===== config.mk =====
export PLATFORM = sky130hd
export DESIGN_NAME = partial_permutation_rank
export DESIGN_NICKNAME = d
export VERILOG_FILES = /design/src/rtl/ppr_pkg.sv /design/src/rtl/ppr_cell.sv /design/src/rtl/partial_permutation_rank.sv
export SDC_FILE = /design/constraint.sdc
export NUM_CORES = 1
export LEC_CHECK = 0
export BUFFER_PORTS_ARGS = -buffer_cell sky130_fd_sc_hd__buf_4
export CORE_UTILIZATION = 55
export DETAILED_ROUTE_END_ITERATION = 8
export GPL_ROUTABILITY_DRIVEN = 0
export HOLD_SLACK_MARGIN = 0.08
export PLACE_DENSITY = 0.71
export REMOVE_ABC_BUFFERS = 1
export SLEW_MARGIN = 20
export SYNTH_ARGS = -nofsm -noshare
export SYNTH_HDL_FRONTEND = slang
export SYNTH_HIERARCHICAL = 1
export SYNTH_SLANG_ARGS = --single-unit

===== constraint.sdc =====
create_clock -name clk -period 10.43 [get_ports clk]
set_input_delay 0.5215 -clock clk [delete_from_list [all_inputs] [get_ports clk]]
set_output_delay 0.5215 -clock clk [all_outputs]
set_load 0.05 [all_outputs]

===== src/rtl/ppr_pkg.sv =====
`timescale 1ns / 1ps

package ppr_pkg;

  localparam int RANK_W  = 26;
  localparam int FIELDS  = 7;
  localparam int COUNT_W = 3;

  localparam logic [COUNT_W-1:0] COUNT_RESET = 3'd7;

endpackage


===== src/rtl/ppr_cell.sv =====
`timescale 1ns / 1ps

module ppr_cell #(
  parameter int IDX         = 0,
  parameter int BOARD_CELLS = 16,
  parameter int PW          = 4
) (
  input  logic                                clk,
  input  logic                                rst,
  input  logic                                in_valid,
  output logic                                in_ready,
  input  logic [ppr_pkg::COUNT_W-1:0]         in_count,
  input  logic [ppr_pkg::FIELDS*PW-1:0]       in_pos,
  input  logic [ppr_pkg::RANK_W-1:0]          in_acc,
  output logic                                out_valid,
  input  logic                                out_ready,
  output logic [ppr_pkg::COUNT_W-1:0]         out_count,
  output logic [ppr_pkg::FIELDS*PW-1:0]       out_pos,
  output logic [ppr_pkg::RANK_W-1:0]          out_acc
);
  import ppr_pkg::*;

  localparam int SM_W = $clog2(FIELDS + 1);
  // radix of this digit, wrapped like the unsigned weight product
  localparam logic [RANK_W-1:0] RADIX = RANK_W'(BOARD_CELLS - IDX);

  logic [SM_W-1:0]   smaller;
  logic [PW-1:0]     own;
  logic [RANK_W-1:0] digit;
  logic [RANK_W-1:0] acc_next;
  logic              active;

  assign own      = in_pos[IDX*PW +: PW];
  assign in_ready = !out_valid || out_ready;
  assign active   = int'(in_count) > IDX;

  always_comb begin
    smaller = '0;
    for (int j = 0; j < IDX; j++) begin
      if (in_pos[j*PW +: PW] < own) smaller = smaller + SM_W'(1);
    end
  end

  // digit may go negative with duplicate cells, sum wraps
  assign digit    = RANK_W'(own) - RANK_W'(smaller);
  assign acc_next = active ? RANK_W'(in_acc * RADIX) + digit : in_acc;

  always_ff @(posedge clk) begin
    if (rst) begin
      out_valid <= 1'b0;
    end else if (in_ready) begin
      out_valid <= in_valid;
    end
  end

  always_ff @(posedge clk) begin
    if (in_valid && in_ready) begin
      out_count <= in_count;
      out_pos   <= in_pos;
      out_acc   <= acc_next;
    end
  end

endmodule


===== src/rtl/partial_permutation_rank.sv =====
`timescale 1ns / 1ps

// ranks an ordered tuple of up to seven distinct board cells as a partial
// permutation, giving the address of a pattern-database entry
// request channel: item_valid / item_ready with pos_0 .. pos_6, pos_0 the
// most significant digit; result channel: rank_valid / rank_ready with rank
// config channel: cfg_valid / cfg_ready with piece_count, always ready; only
// the first piece_count cells take part (0 gives rank 0, capped at seven)
// a row of cells, one per digit, each reducing its cell by the earlier
// smaller ones and folding it into the running rank by horner's rule
// one registered stage per cell between request and rank; throughput one
// request per cycle while rank_ready stays high
// each cell stage has its own valid bit and register, so a stalled receiver
// backs up the row one stage at a time and requests are still taken while
// empty stages remain
// reset empties every stage and sets piece_count to 7
module partial_permutation_rank #(
  parameter int MAX_PIECES  = 7,
  parameter int BOARD_CELLS = 16
) (
  input  logic                              clk,
  input  logic                              rst,
  input  logic                              cfg_valid,
  output logic                              cfg_ready,
  input  logic [ppr_pkg::COUNT_W-1:0]       piece_count,
  input  logic                              item_valid,
  output logic                              item_ready,
  input  logic [$clog2(BOARD_CELLS)-1:0]    pos_0,
  input  logic [$clog2(BOARD_CELLS)-1:0]    pos_1,
  input  logic [$clog2(BOARD_CELLS)-1:0]    pos_2,
  input  logic [$clog2(BOARD_CELLS)-1:0]    pos_3,
  input  logic [$clog2(BOARD_CELLS)-1:0]    pos_4,
  input  logic [$clog2(BOARD_CELLS)-1:0]    pos_5,
  input  logic [$clog2(BOARD_CELLS)-1:0]    pos_6,
  output logic                              rank_valid,
  input  logic                              rank_ready,
  output logic [ppr_pkg::RANK_W-1:0]        rank
);
  import ppr_pkg::*;

  localparam int PW     = $clog2(BOARD_CELLS);
  localparam int NCELLS = (MAX_PIECES < FIELDS) ? MAX_PIECES : FIELDS;

  logic [COUNT_W-1:0] pieces;

  logic                     stg_valid [NCELLS+1];
  logic                     stg_ready [NCELLS+1];
  logic [COUNT_W-1:0]       stg_count [NCELLS+1];
  logic [FIELDS*PW-1:0]     stg_pos   [NCELLS+1];
  logic [RANK_W-1:0]        stg_acc   [NCELLS+1];

  assign cfg_ready = 1'b1;

  always_ff @(posedge clk) begin
    if (rst) begin
      pieces <= COUNT_RESET;
    end else if (cfg_valid) begin
      pieces <= piece_count;
    end
  end

  assign stg_valid[0] = item_valid;
  assign item_ready   = stg_ready[0];
  assign stg_count[0] = pieces;
  assign stg_pos[0]   = {pos_6, pos_5, pos_4, pos_3, pos_2, pos_1, pos_0};
  assign stg_acc[0]   = '0;

  for (genvar i = 0; i < NCELLS; i++) begin : g_cell
    ppr_cell #(
      .IDX         (i),
      .BOARD_CELLS (BOARD_CELLS),
      .PW          (PW)
    ) u_cell (
      .clk       (clk),
      .rst       (rst),
      .in_valid  (stg_valid[i]),
      .in_ready  (stg_ready[i]),
      .in_count  (stg_count[i]),
      .in_pos    (stg_pos[i]),
      .in_acc    (stg_acc[i]),
      .out_valid (stg_valid[i+1]),
      .out_ready (stg_ready[i+1]),
      .out_count (stg_count[i+1]),
      .out_pos   (stg_pos[i+1]),
      .out_acc   (stg_acc[i+1])
    );
  end

  assign stg_ready[NCELLS] = rank_ready;
  assign rank_valid        = stg_valid[NCELLS];
  assign rank              = stg_acc[NCELLS];

endmodule


==> flow_summary.json <==
{
  "hold-worst-slack_ns": 0.113,
  "fp-row-count": 89,
  "p_seq_share_pct": 21.8,
  "p_int_mw": 5.23,
  "clock_sinks": 378,
  "die_h_um": 246,
  "track_usage_pct": 23.2,
  "layout.nets": 3941,
  "vdd_drop_max_mv": 0.277,
  "slew_viol_final": 0,
  "period_minus_slack_ns": 7.55,
  "wirelength_um": 68000,
  "via_count": 23800,
  "swShare_pct": 43.9,
  "drtIter0Drc": 1161,
  "clock_tree.buffer_depth": 3,
  "r2r_slack_ns": 2.88,
  "finalHoldViolations": 0,
  "whs_endpoint": "g_cell[0].u_cell/out_pos[4]",
  "grt_max_degree": 58,
  "netlist_area_um2": 32900,
  "antenna_cells": 0,
  "min_from": "pos_1[0]",
  "fin_setup_tns_ns": 0,
  "worstMarginPinSlew_ns": 0.975,
  "yosys_warnings": 6,
  "wire_per_inst_um": 16.4,
  "status": "finished clean",
  "fillCellCount": 4706,
  "p_clk_share_pct": 16.7,
  "crit_buf_inv": 4,
  "firstDrtPassIters": 5,
  "rsz0062_at_grt": "false",
  "io_pins": 65,
  "clock.fmax_ghz": 0.133,
  "start_util_pct": 55.7,
  "place_hpwl_um": 53700,
  "critical_path_class": "flip-flop to flip-flop",
  "syn_inst": 3210,
  "hold_depth": 1,
  "maxCapViolations": 0,
  "coreArea_um2": 59000,
  "cp-start-kind": "flip-flop",
  "r2r_end": "g_cell[6].u_cell/out_acc[22]",
  "worstReg2RegStart": "g_cell[5].u_cell/out_pos[25]",
  "stdcell_count": 4138,
  "relSlewSlack_pct": 35.0,
  "drive_above_1_share_pct": 7.52,
  "skew_ns": 0.0430,
  "ctsResizeCount": 0,
  "p_leak_nw": 15.9,
  "die_w_um": 246,
  "syn_avg_cell_area_um2": 10.2,
  "total_power_mw": 9.31,
  "slowest_delay_ns": 0.48,
  "utilization_pct": 60.9,
  "ant_nets": 0,
  "finalCritPeriodShare_pct": 72.3,
  "antenna_found_initial": 0,
  "worstPathArrival_ns": 7.85,
  "rr_worst_depth": 30,
  "grt_pass1_wl_um": 117000,
  "path_max_fanout": 22,
  "finalSetupViolCount": 0,
  "numCtsBuffers": 44,
  "area.growth.synth_to_final_pct": 9.46,
  "cts_tree": "done",
  "critical-path-top-delay-family": "adder cells",
  "switchingPower_mw": 4.08,
  "critPathMostFrequentCell": "ha_1",
  "combPwrFrac_pct": 61.5,
  "cts.clk_slew.worst_paths_ns": 0.06,
  "grt_pass1_vias": 25000,
  "vias_per_cell": 5.76,
  "crit_required_ns": 10.73,
  "critPathCaptureType": "flip-flop",
  "clkLatencyLatePin_ns": 0.60,
  "power_density_nw_per_um2": 259,
  "htreeDepth": 2,
  "cts_root_buffer": "clkbuf_16",
  "drc": 0,
  "placedCellCount": 4047,
  "hold_class": "input pin to flip-flop",
  "port_buffers": 63,
  "die_area_um2": 60700,
  "grt-ovfl-total": 0,
  "critPathSlowestCell": "or4b_1"
}
==> state kept, by name, summed over array words and instances, names as in the netlist <==
register / count
g_cell.u_cell/out_valid: 7
g_cell.u_cell/out_acc: 182
pieces: 3
g_cell.u_cell/out_pos: 168
g_cell.u_cell/out_count: 18
==> timing repair <==
action / 4_1_cts / 5_1_grt
hold endpoints to repair: 11 / 0
hold buffers: 11 / 0
setup buffers: 0 / 0
==> final cells by class <==
class | count | area [µm²] | share of cell area (%)
inverter | 442 | 1660 | 4.61
sequential | 378 | 11300 | 31.3
clock inverter | 30 | 360 | 1.00
clock buffer | 50 | 1120 | 3.12
tap | 773 | 967 | 2.69
timing repair buffer | 92 | 718 | 2.00
multi-input combinational | 2373 | 19900 | 55.3
==> per-stage QoR <==
| step | setup WS (ns) | cell area [µm²] |
|---|---|---|
| after detailed placement | 2.98 | 34400 |
| after floorplan | 2.74 | 32700 |
| after global placement | 3.31 | 34400 |
| final | 2.88 | 36000 |
| after global routing | 2.34 | 36000 |
| after CTS | 2.96 | 36000 |
==> layer usage <==
| layer | track usage [%] | wire [µm] | vias up |
|---|---|---|---|
| met1 | 26.3 | 27500 | 11500 |
| met3 | 2.67 | 2650 | 154 |
| li1 | - | - | 11600 |
| met4 | 8.32 | 2160 | 0 |
| met2 | 44.2 | 35600 | 628 |
| met5 | 0 | 0 | - |
==> worst register-to-register path, delay by kind of cell, from the launching register on <==
kind | cells | cell delay, ns
simple gates | 6 | 1.19
compound gates | 10 | 2.00
buf+inv | 4 | 0.65
xor+xnor | 2 | 0.44
mux | 2 | 0.44
fa+ha+maj | 6 | 2.15
flops | 1 | 0.40
==> cells in the final DEF (no fill, tap or decap), drive strengths merged, types with 14 or more instances in the layout <==
cell,count
a21oi,241
or3,20
nand4,22
and2,20
nand2,227
xor2,70
and3,20
o211ai,21
nor2,141
a31oi,19
xnor2,125
mux2,43
edfxtp,368
mux2i,18
conb,49
inv,444
nand3,54
o21a,37
o21bai,22
nor2b,34
clkbuf,50
o21ai,211
nor4,14
clkinv,22
nor3,36
buf,81
o31ai,23
nand2b,42
a211oi,29
a21o,107
ha,384
fa,190
==> power groups by stage <==
stage	clock, mW	sequential (mW)	combinational, mW
after floorplan	0	2.02	4.54
after global placement	0	2.06	5.44
after detailed placement	0	2.07	5.63
after CTS	1.60	2.03	5.67
final	1.56	2.03	5.73
after global routing	1.65	2.05	6.44
==> worst max path at each step <==
stage	startpoint	endpoint	slack, ns	cells after the start
3_5_place_dp	g_cell[5].u_cell/out_pos[25]	g_cell[6].u_cell/out_acc[22]	2.98	30
6_report	g_cell[5].u_cell/out_pos[25]	g_cell[6].u_cell/out_acc[22]	2.88	30
5_1_grt	g_cell[5].u_cell/out_pos[25]	g_cell[6].u_cell/out_acc[22]	2.34	32
2_1_floorplan	g_cell[5].u_cell/out_pos[25]	g_cell[6].u_cell/out_acc[22]	2.74	31
4_1_cts	g_cell[5].u_cell/out_pos[25]	g_cell[6].u_cell/out_acc[22]	2.96	30
3_3_place_gp	g_cell[5].u_cell/out_pos[25]	g_cell[6].u_cell/out_acc[22]	3.31	32
Power figures use the tool's default switching activity.
